$ cat src/hw/rtl/lpc_pkg.sv
// ----------------------------------------------------------------------------
// lpc_pkg
// Types and constants shared by the LRU page cache and its slot cells.
// ----------------------------------------------------------------------------
`default_nettype none

package lpc_pkg;

    // Field widths fixed by the item format
    localparam int PAGE_BITS = 32;
    localparam int WORD_BITS = 32;
    localparam int CAP_BITS  = 5;

    // Command codes
    localparam logic CMD_LOOKUP = 1'b0;
    localparam logic CMD_ADD    = 1'b1;

    // Input item
    typedef struct packed {
        logic                 command;
        logic [PAGE_BITS-1:0] page_number;
        logic [WORD_BITS-1:0] page_word;
    } t_in_item;

    // Result item
    typedef struct packed {
        logic                 hit;
        logic [WORD_BITS-1:0] data_out;
        logic                 evicted;
        logic [PAGE_BITS-1:0] evicted_page;
        logic                 duplicate_error;
    } t_out_item;

    // Contents of one slot, handed between neighbouring cells
    typedef struct packed {
        logic                 valid;
        logic [PAGE_BITS-1:0] page;
        logic [WORD_BITS-1:0] word;
    } t_slot;

    // Broadcast update control for the cell row
    typedef struct packed {
        logic shift;   // promote or evict: shift down, load at the top slot
        logic append;  // plain add: load the first free slot
    } t_cell_ctl;

endpackage

`default_nettype wire

$ cat src/hw/rtl/lpc_cell.sv
// ----------------------------------------------------------------------------
// lpc_cell
// One slot of the recency row: holds a page and its word, compares against
// the requested page and takes its upper neighbour's contents on a shift.
// ----------------------------------------------------------------------------
`default_nettype none

module lpc_cell (
    input  wire                             i_clk,
    input  wire                             i_rst_n,
    input  wire lpc_pkg::t_cell_ctl         i_ctl,
    input  wire [lpc_pkg::PAGE_BITS-1:0]    i_cmp_page,
    input  wire [lpc_pkg::WORD_BITS-1:0]    i_load_word,
    input  wire lpc_pkg::t_slot             i_next_slot,
    input  wire                             i_prev_valid,
    input  wire                             i_after,
    output lpc_pkg::t_slot                  o_slot,
    output logic                            o_match,
    output logic                            o_after,
    output logic [lpc_pkg::WORD_BITS-1:0]   o_sel_word
);

    logic                          r_valid;
    logic [lpc_pkg::PAGE_BITS-1:0] r_page;
    logic [lpc_pkg::WORD_BITS-1:0] r_word;
    logic                          w_top;
    logic                          w_free_first;

    // Tag compare and the "at or above the start point" chain
    assign o_match      = r_valid && (r_page == i_cmp_page);
    assign o_after      = i_after | o_match;
    assign o_sel_word   = o_match ? r_word : '0;

    // Most recent occupied slot, and first empty slot
    assign w_top        = r_valid && !i_next_slot.valid;
    assign w_free_first = !r_valid && i_prev_valid;

    // Valid bit
    always_ff @(posedge i_clk) begin
        if (!i_rst_n) begin
            r_valid <= 1'b0;
        end else if (i_ctl.append && w_free_first) begin
            r_valid <= 1'b1;
        end
    end

    // Slot contents
    always_ff @(posedge i_clk) begin
        if (i_ctl.shift && w_top) begin
            r_page <= i_cmp_page;
            r_word <= i_load_word;
        end else if (i_ctl.shift && o_after) begin
            r_page <= i_next_slot.page;
            r_word <= i_next_slot.word;
        end else if (i_ctl.append && w_free_first) begin
            r_page <= i_cmp_page;
            r_word <= i_load_word;
        end
    end

    assign o_slot = {r_valid, r_page, r_word};

endmodule

`default_nettype wire

$ cat src/hw/rtl/lru_page_cache.sv
// ----------------------------------------------------------------------------
// lru_page_cache
// Fully associative page cache with least-recently-used replacement, built
// as a row of slot cells kept in recency order (slot 0 least recent).
// ----------------------------------------------------------------------------
// Channel   Direction  Handshake                 Payload
// in        input      i_in_valid / o_in_stall   i_in_data  (t_in_item)
// out       output     o_out_valid / i_out_stall o_out_data (t_out_item)
// cfg       input      i_cfg_we                  i_cfg_data (capacity)
//
// One transfer per cycle: every slot compares the page in parallel and the
// row shifts in the same cycle, so the result of an item is registered as
// the item is taken. The output register limits throughput only when the
// result is stalled: input stall follows output stall while a result waits.
// Reset is synchronous; it clears valid bits and occupancy and sets capacity to 16.
// ----------------------------------------------------------------------------
`default_nettype none

module lru_page_cache #(
    parameter int SLOTS = 16
) (
    input  wire                                i_clk,
    input  wire                                i_rst_n,
    input  wire                                i_in_valid,
    output logic                               o_in_stall,
    input  wire lpc_pkg::t_in_item             i_in_data,
    output logic                               o_out_valid,
    input  wire                                i_out_stall,
    output lpc_pkg::t_out_item                 o_out_data,
    input  wire                                i_cfg_we,
    input  wire [lpc_pkg::CAP_BITS-1:0]        i_cfg_data
);

    localparam int OCC_BITS = $clog2(SLOTS + 1);
    localparam int CMP_BITS = (OCC_BITS > lpc_pkg::CAP_BITS) ? OCC_BITS : lpc_pkg::CAP_BITS;

    logic [lpc_pkg::CAP_BITS-1:0]  r_capacity;
    logic [OCC_BITS-1:0]           r_occ;
    logic [OCC_BITS-1:0]           n_occ;
    logic                          r_out_valid;
    logic                          n_out_valid;
    lpc_pkg::t_out_item            r_out;
    lpc_pkg::t_out_item            n_out;

    logic                          w_accept;
    logic                          w_is_add;
    logic                          w_any_match;
    logic                          w_evict;
    logic [CMP_BITS-1:0]           w_eff_cap;
    logic [CMP_BITS-1:0]           w_occ_ext;
    logic [lpc_pkg::WORD_BITS-1:0] w_hit_word;
    logic [lpc_pkg::WORD_BITS-1:0] w_load_word;
    lpc_pkg::t_cell_ctl            w_ctl;

    lpc_pkg::t_slot                w_slot     [SLOTS];
    logic [lpc_pkg::WORD_BITS-1:0] w_sel_word [SLOTS];
    logic [SLOTS-1:0]              w_match;
    logic [SLOTS:0]                w_after;

    // Handshake
    assign o_in_stall = r_out_valid && i_out_stall;
    assign w_accept   = i_in_valid && !o_in_stall;
    assign w_is_add   = (i_in_data.command == lpc_pkg::CMD_ADD);

    // Capacity register
    always_ff @(posedge i_clk) begin
        if (!i_rst_n) begin
            r_capacity <= lpc_pkg::CAP_BITS'(16);
        end else if (i_cfg_we) begin
            r_capacity <= i_cfg_data;
        end
    end

    // Effective capacity: zero reads as one, saturate at the slot count
    always_comb begin
        w_occ_ext = CMP_BITS'(r_occ);
        if (r_capacity == '0) begin
            w_eff_cap = CMP_BITS'(1);
        end else if (CMP_BITS'(r_capacity) > CMP_BITS'(SLOTS)) begin
            w_eff_cap = CMP_BITS'(SLOTS);
        end else begin
            w_eff_cap = CMP_BITS'(r_capacity);
        end
        w_evict = (w_occ_ext >= w_eff_cap);
    end

    // Hit word: at most one slot matches
    always_comb begin
        w_hit_word = '0;
        for (int i = 0; i < SLOTS; i++) begin
            w_hit_word = w_hit_word | w_sel_word[i];
        end
    end

    assign w_any_match = |w_match;
    assign w_load_word = w_is_add ? i_in_data.page_word : w_hit_word;

    // Row control; an evict shifts from slot 0, a promote from the hit slot
    always_comb begin
        w_ctl.shift  = w_accept && (w_is_add ? (!w_any_match && w_evict) : w_any_match);
        w_ctl.append = w_accept && w_is_add && !w_any_match && !w_evict;
    end
    assign w_after[0] = w_is_add;

    // Cell row
    for (genvar g = 0; g < SLOTS; g++) begin : g_cell
        lpc_pkg::t_slot w_next;
        logic           w_prev_valid;

        if (g == SLOTS - 1) begin : g_last
            assign w_next = '0;
        end else begin : g_mid
            assign w_next = w_slot[g+1];
        end

        if (g == 0) begin : g_first
            assign w_prev_valid = 1'b1;
        end else begin : g_rest
            assign w_prev_valid = w_slot[g-1].valid;
        end

        lpc_cell u_cell (
            .i_clk        (i_clk),
            .i_rst_n      (i_rst_n),
            .i_ctl        (w_ctl),
            .i_cmp_page   (i_in_data.page_number),
            .i_load_word  (w_load_word),
            .i_next_slot  (w_next),
            .i_prev_valid (w_prev_valid),
            .i_after      (w_after[g]),
            .o_slot       (w_slot[g]),
            .o_match      (w_match[g]),
            .o_after      (w_after[g+1]),
            .o_sel_word   (w_sel_word[g])
        );
    end

    // Occupancy and result next values
    always_comb begin
        n_occ       = r_occ;
        n_out       = r_out;
        n_out_valid = r_out_valid && i_out_stall;
        if (w_ctl.append) begin
            n_occ = r_occ + OCC_BITS'(1);
        end
        if (w_accept) begin
            n_out_valid           = 1'b1;
            n_out.hit             = !w_is_add && w_any_match;
            n_out.data_out        = w_is_add ? '0 : w_hit_word;
            n_out.evicted         = w_is_add && !w_any_match && w_evict;
            n_out.evicted_page    = (w_is_add && !w_any_match && w_evict) ? w_slot[0].page : '0;
            n_out.duplicate_error = w_is_add && w_any_match;
        end
    end

    // Control registers
    always_ff @(posedge i_clk) begin
        if (!i_rst_n) begin
            r_occ       <= '0;
            r_out_valid <= 1'b0;
        end else begin
            r_occ       <= n_occ;
            r_out_valid <= n_out_valid;
        end
    end

    // Result register
    always_ff @(posedge i_clk) begin
        r_out <= n_out;
    end

    assign o_out_valid = r_out_valid;
    assign o_out_data  = r_out;

endmodule

`default_nettype wire
$ cat config.mk
export PLATFORM = sky130hd
export DESIGN_NAME = lru_page_cache
export DESIGN_NICKNAME = d
export VERILOG_FILES = /design/src/hw/rtl/lpc_pkg.sv /design/src/hw/rtl/lpc_cell.sv /design/src/hw/rtl/lru_page_cache.sv
export SDC_FILE = /design/constraint.sdc
export NUM_CORES = 2
export LEC_CHECK = 0
export ABC_CLOCK_PERIOD_IN_PS = 11000
export BUFFER_PORTS_ARGS = -buffer_cell sky130_fd_sc_hd__buf_2
export CORE_MARGIN = 1
export CORE_UTILIZATION = 45
export DETAILED_ROUTE_END_ITERATION = 8
export GPL_TIMING_DRIVEN = 0
export SLEW_MARGIN = 10
export SYNTH_ARGS = -nofsm -noshare
export SYNTH_HDL_FRONTEND = slang
export SYNTH_SLANG_ARGS = --single-unit
$ cat constraint.sdc
create_clock -name i_clk -period 11 [get_ports i_clk]
set_input_delay 0.55 -clock i_clk [delete_from_list [all_inputs] [get_ports i_clk]]
set_output_delay 0.55 -clock i_clk [all_outputs]
set_load 0.1 [all_outputs]
== Yosys cells after proc, flatten, opt, wreduce, memory -nomap -nowiden ==
Cells that the tools add are included.
Widths: inputs -> output; s select.
Word-level totals
  bits in registers: 1118
  input port bits: 75
  output and inout bits: 69
  logic and storage cells: 351
Cells by class
  add/subtract/negate cells: 1
  $lt $le $gt $ge: 2
  equality and inequality tests: 16
  multiplexer cells: 117
  bitwise gates (word level): 31
  reduce and logical (&&, ||, !) cells: 128
Operators by type and width (count)
  $mux 32: 113
  $eq 32x32->1: 16
  $or 32x32->32: 15
  $logic_and 1x1->1: 90
  $reduce_bool 3->1: 16
  $logic_not 1->1: 20
  $or 1x1->1: 16
  $reduce_or 16->1: 1
  $mux 5: 2
  $add 5x1->5 const B: 1
  $ge 5x5->1: 1
  $gt 5x5->1 const B: 1
  $logic_not 5->1: 1
  $mux 1: 2

== Longest topological paths before layout ==
  word-level depth: 22
  mapped depth: 15
  gate-level depth less buffers: 13

== Modules after synthesis ==
A second synthesis with hierarchy kept.
Unflattened totals
  cell total of the unflattened synthesis: 10337
  area total of the unflattened synthesis: 91619.1 µm²
Modules (own cells, without submodules)
  lpc_cell: instances 16, cells an instance 620, area an instance 5442.7 µm², sequential area each 1941.9 µm²
  lru_page_cache: instances 1, cells an instance 417, area an instance 4535.6 µm², sequential area each 2232.1 µm²

== Worst setup path before layout ==
Ideal clock, no wire load.
  path type: register to register
  start point: register r_out_valid (netlist: o_out_valid)
  end point: register g_cell[15].u_cell.r_page[0] (netlist name), enable pin
  setup time: 574 ps
  arrival: 10005 ps
  data required time: 10426 ps
  setup slack: 421 ps
  cell stages (with the launch flop): 7
  path buffers: 1
  period minus slack after synthesis: 10579 ps
  cell sequence: dfxtp_1 > and2_1 > nor2b_1 > nand3_1 > or2_2 > clkbuf_1 > o21ai_0
Between the ends
  word-level cells in the longest chain between the ends: 8
  elaborated cells between the ends (all ways): 11
  classes of those cells: reduce/logical (11)
Ends and longest elaborated chain
  start, declared: RTL line lru_page_cache.sv:40  | logic r_out_valid;
  start signal, assigned: RTL line lru_page_cache.sv:163  | r_out_valid <= n_out_valid;
  $logic_and 1x1->1 (*): RTL line lru_page_cache.sv:61  | assign o_in_stall = r_out_valid && i_out_stall;
  via o_in_stall: RTL line lru_page_cache.sv:25  | output logic o_in_stall,
  $logic_not 1->1 (*): RTL line lru_page_cache.sv:62  | assign w_accept = i_in_valid && !o_in_stall;
  $logic_and 1x1->1 (*): RTL line lru_page_cache.sv:62
  via w_accept: RTL line lru_page_cache.sv:45  | logic w_accept;
  $logic_and 1x1->1 (3 in a row): RTL line lru_page_cache.sv:101  | w_ctl.append = w_accept && w_is_add && !w_any_match && !w_evict;
  $logic_and 1x1->1: RTL line lpc_cell.sv:55  | end else if (i_ctl.append && w_free_first) begin
  $reduce_bool 3->1 (no line) (*)
  end signal, assigned: RTL line lpc_cell.sv:50  | r_page <= i_cmp_page;
  end signal, assigned: RTL line lpc_cell.sv:53  | r_page <= i_next_slot.page;
  end signal, assigned: RTL line lpc_cell.sv:56  | r_page <= i_cmp_page;
  end, declared: RTL line lpc_cell.sv:24  | logic [lpc_pkg::PAGE_BITS-1:0] r_page;
Mark *: on every way through the listed nets, which the timed path passes. The rest lies on a longest branch.
A chain may end at the register's enable or synchronous reset.

== Worst setup path after layout ==
  start point: register g_cell[0].u_cell.r_page[25] (netlist name)
  end point: register g_cell[14].u_cell.r_page[16] (netlist name), enable pin
Between the ends
  word-level cells in the longest chain between the ends: 19
  elaborated cells between the ends (all ways): 28
  classes of those cells: eq/ne (1); mux (1); bitwise (15); reduce/logical (11)
Ends and longest elaborated chain
  start, declared: RTL line lpc_cell.sv:24
  start signal, assigned: RTL line lpc_cell.sv:50
  start signal, assigned: RTL line lpc_cell.sv:53
  start signal, assigned: RTL line lpc_cell.sv:56
  $eq 32x32->1 (*): RTL line lpc_cell.sv:30  | assign o_match = r_valid && (r_page == i_cmp_page);
  $logic_and 1x1->1 (*): RTL line lpc_cell.sv:30
  $or 1x1->1 (15 in a row): RTL line lpc_cell.sv:31  | assign o_after = i_after | o_match;
  $logic_and 1x1->1: RTL line lpc_cell.sv:52  | end else if (i_ctl.shift && o_after) begin
  $reduce_bool 3->1 (no line) (*)
  end signal, assigned: RTL line lpc_cell.sv:50
  end signal, assigned: RTL line lpc_cell.sv:53
  end signal, assigned: RTL line lpc_cell.sv:56
  end, declared: RTL line lpc_cell.sv:24
Mark *: on every way between the ends. The rest lies on a longest branch, timed or not.

==> impl_metrics.toml <==
[yosys]
yosys.area.top_type = "edfxtp_1"
ys_seq_area_frac = 0.5850
synth.top_cell.area_share = 0.5755
syn_inst = 3783
ys_top_cells_by_area = "edfxtp_1, mux2_2, xor2_1"
synth_seq_cells = 1118
yosys_warnings = 0
synth_ff_type = "edfxtp_1"
avgSynthCellArea_sq_um = 15.05
syn_area_sq_um = 56930
synth_edf_count = 1091
async_reset_ff_frac = 0
synthesis.nets = 3864
yosysUniqueCellTypes = 68
yosysMostFrequentCell = "edfxtp_1"
synthTopCellsByCount = "edfxtp_1, mux2_2, xor2_1"

[status]
status = "complete, no violations"

[finish]
finalNetCount = 4169
fillerInstances = 10610
multiInputGateArea_sq_um = 21870
syn2layout_area_growth_pct = 14.63
regArea_sq_um = 33300
fin_area_sq_um = 65250
drive_gt1_frac = 0.3757

[sta]
skew_ns = 0.03608
final-setup-viol-count = 0
timing.setup.tns_ns = 0
tightestPinTransition_ns = 1.445
min_period_over_period = 0.5592
rsz0062_at_grt = "no"
min_period_ns = 6.151
hold_viol_final = 0
max_freq_mhz = 162.6
maxSlewViolCount = 0
max-slew-margin-rel = 0.03637
hold_slack_ns = 0.04431

[detailed_routing]
wl_um = 198300
dr.pass1.iters = 8
wire_per_inst_um = 33.92
antenna_left = 0
via_per_inst = 6.161
dr.first_iter.drc_count = 4747
drc = 0
vias = 36020

[floorplanning]
core_area_sq_um = 125600
ios = 144
chipWidth_um = 357.7
die_y_um = 357.7
initial_utilization = 0.4533
die_area_sq_um = 127900
std_cell_rows = 130

[power_and_ir_drop]
powerDensity_nw_per_um2 = 150.4
p_sw_mw = 2.363
leakage_nw = 22.84
peakVddDrop_mv = 0.1203
netSwitchingFraction = 0.2408
power_frac_clock = 0.419
p_int_mw = 7.449
power.share.combinational = 0.090
seq_power_share = 0.490

[worst_setup_path]
end_kind = "flop"
worstReg2RegStart = "g_cell[0].u_cell.r_page[25]$_DFFE_PP_"
cp.arrival_ns = 6.63
r2r_cells = 14
startpoint_type = "flop"
path_max_fanout = 19
critical_path.reg2reg.endpoint = "g_cell[14].u_cell.r_page[16]$_DFFE_PP_"
critical_path_class = "flop to flop"
regToRegSetupSlack_ns = 4.85
cp.required_ns = 11.48

[grt]
grt_pass1_vias = 34560
grt_usage = 0.3064
grt_overflow_total = 0
antenna_found_initial = 10
grt_pass1_wl_um = 271100
grt_max_degree = 44

[clocking]
cts_max_level = 3
cts_made_buffers = 120
post_cts_resized = 0
tritoncts = "built"
ctsLongestPathBuffers = 3
clock-root-buffer = "clkbuf_16"
cts.sinks = 1118
clock_latency_ns = 0.75
post_cts_buffers = 0
clk_pin_slew_ns = 0.06

[worst_hold_path]
hold_end = "r_capacity[0]$_SDFFE_PN0P_"
hold_class = "input port to flop"
hp-start = "i_cfg_data[0]"
holdPathStages = 3

[placed_design]
routabilityCongestion = 0.9612
io_buffers = 113
dpl_cell_area_sq_um = 61340
dp_hpwl_um = 145700

[job]
cap_violations = 0
[cell families after synthesis]
kind of cell | count (synthesis) | share of synthesized area
compound gates | 352 | 0.05145
xor+xnor | 503 | 0.07739
fa+ha+maj | 6 | 0.001319
buf+inv | 349 | 0.03519
flops | 1118 | 0.5850
mux | 967 | 0.1950
simple gates | 488 | 0.05460
[sequential cells by signal (all words and copies together), names as in the netlist]
| signal | count |
|---|---|
| g_cell.u_cell.r_page | 512 |
| g_cell.u_cell.r_word | 512 |
| o_out_data | 67 |
| g_cell.u_cell.r_valid | 16 |
| r_capacity | 5 |
| r_occ | 5 |
| o_out_valid | 1 |
[routing by layer]
metal	up-vias	GRT usage	share of wire
li1	15190	-	-
met5	-	0	0.00017
met4	6	0.1265	0.042
met3	409	0.06967	0.10
met1	18280	0.4285	0.42
met2	2135	0.4594	0.44
[power by group through the flow]
| stage | registers, mW | logic (mW) | clock network (mW) |
|---|---|---|---|
| floorplan | 5.00 | 0.488 | 0 |
| global placement | 4.92 | 0.830 | 0 |
| detailed placement | 4.90 | 0.872 | 0 |
| CTS | 4.81 | 0.879 | 4.13 |
| global route | 4.82 | 0.928 | 4.28 |
| finish | 4.81 | 0.887 | 4.11 |
[worst max-delay path: stages (launching register included)]
cell and delay [ns]:
edfxtp_1 0.41, xor2_1 0.22, nor4_1 0.37, nand4_1 0.41, nor3_2 1.16, nor4_4 0.12, nand4_4 0.25, or2_2 0.15
clkbuf_1 0.50, clkbuf_1 1.01, o22ai_4 0.40, buf_16 0.31, buf_16 0.17, buf_12 0.17, buf_16 0.17
[how the worst max path moves through the flow]
| stage | startpoint | endpoint | slack, ns | cells after the start |
|---|---|---|---|---|
| floorplan | o_out_valid$_SDFF_PN0_ | g_cell[15].u_cell.r_page[0]$_DFFE_PP_ | 0.42 | 6 |
| global placement | i_out_stall | g_cell[5].u_cell.r_word[9]$_DFFE_PP_ | -7.20 | 6 |
| detailed placement | i_in_data[42] | g_cell[14].u_cell.r_page[17]$_DFFE_PP_ | 4.31 | 17 |
| CTS | g_cell[0].u_cell.r_page[25]$_DFFE_PP_ | g_cell[14].u_cell.r_page[27]$_DFFE_PP_ | 5.05 | 14 |
| global route | g_cell[0].u_cell.r_page[25]$_DFFE_PP_ | g_cell[14].u_cell.r_page[0]$_DFFE_PP_ | 4.79 | 14 |
| finish | g_cell[0].u_cell.r_page[25]$_DFFE_PP_ | g_cell[14].u_cell.r_page[16]$_DFFE_PP_ | 4.85 | 14 |
[stage by stage]
stage,power (mW),worst slack (ns),cells,util
CTS,9.818,5.046,5838,0.5194
global route,10.02,4.789,5840,0.5195
floorplan,5.484,0.4208,3783,-
detailed placement,5.775,4.305,5613,0.4885
finish,9.813,4.849,5846,0.5197
global placement,5.754,-7.195,5546,0.4743
[cells in the final DEF, fill, tap and decap left out, types with 37 or more instances in the layout]
master / Yosys / routed
xnor2_1: 42 / 42
mux2_4: 60 / 60
nor2b_1: 66 / 65
clkbuf_16: 0 / 122
a22o_1: 129 / 128
nor4_1: 105 / 105
a221oi_1: 128 / 128
nor2_1: 100 / 100
buf_6: 45 / 54
clkbuf_1: 86 / 107
mux2_1: 43 / 43
buf_4: 37 / 37
xor2_1: 461 / 461
mux2_2: 852 / 852
buf_2: 138 / 251
a21oi_1: 41 / 41
edfxtp_1: 1091 / 1091
[timing repair]
item	in CTS	in global routing
endpoints found under the setup margin	0	0
hold buffers	2	0
hold endpoints to repair	2	0
[cell type report]
class / instances / share of cell area
well taps: 1650 / 0.03164
plain buffers: 327 / 0.02955
repair buffers: 183 / 0.03254
flip-flops and latches: 1118 / 0.5103
multi-input cells: 2316 / 0.3352
inverters: 22 / 0.001266
diodes: 7 / 0.0002684
clock buffers: 152 / 0.04897
clock inverters: 71 / 0.01026
Power figures use the tool's default switching activity.
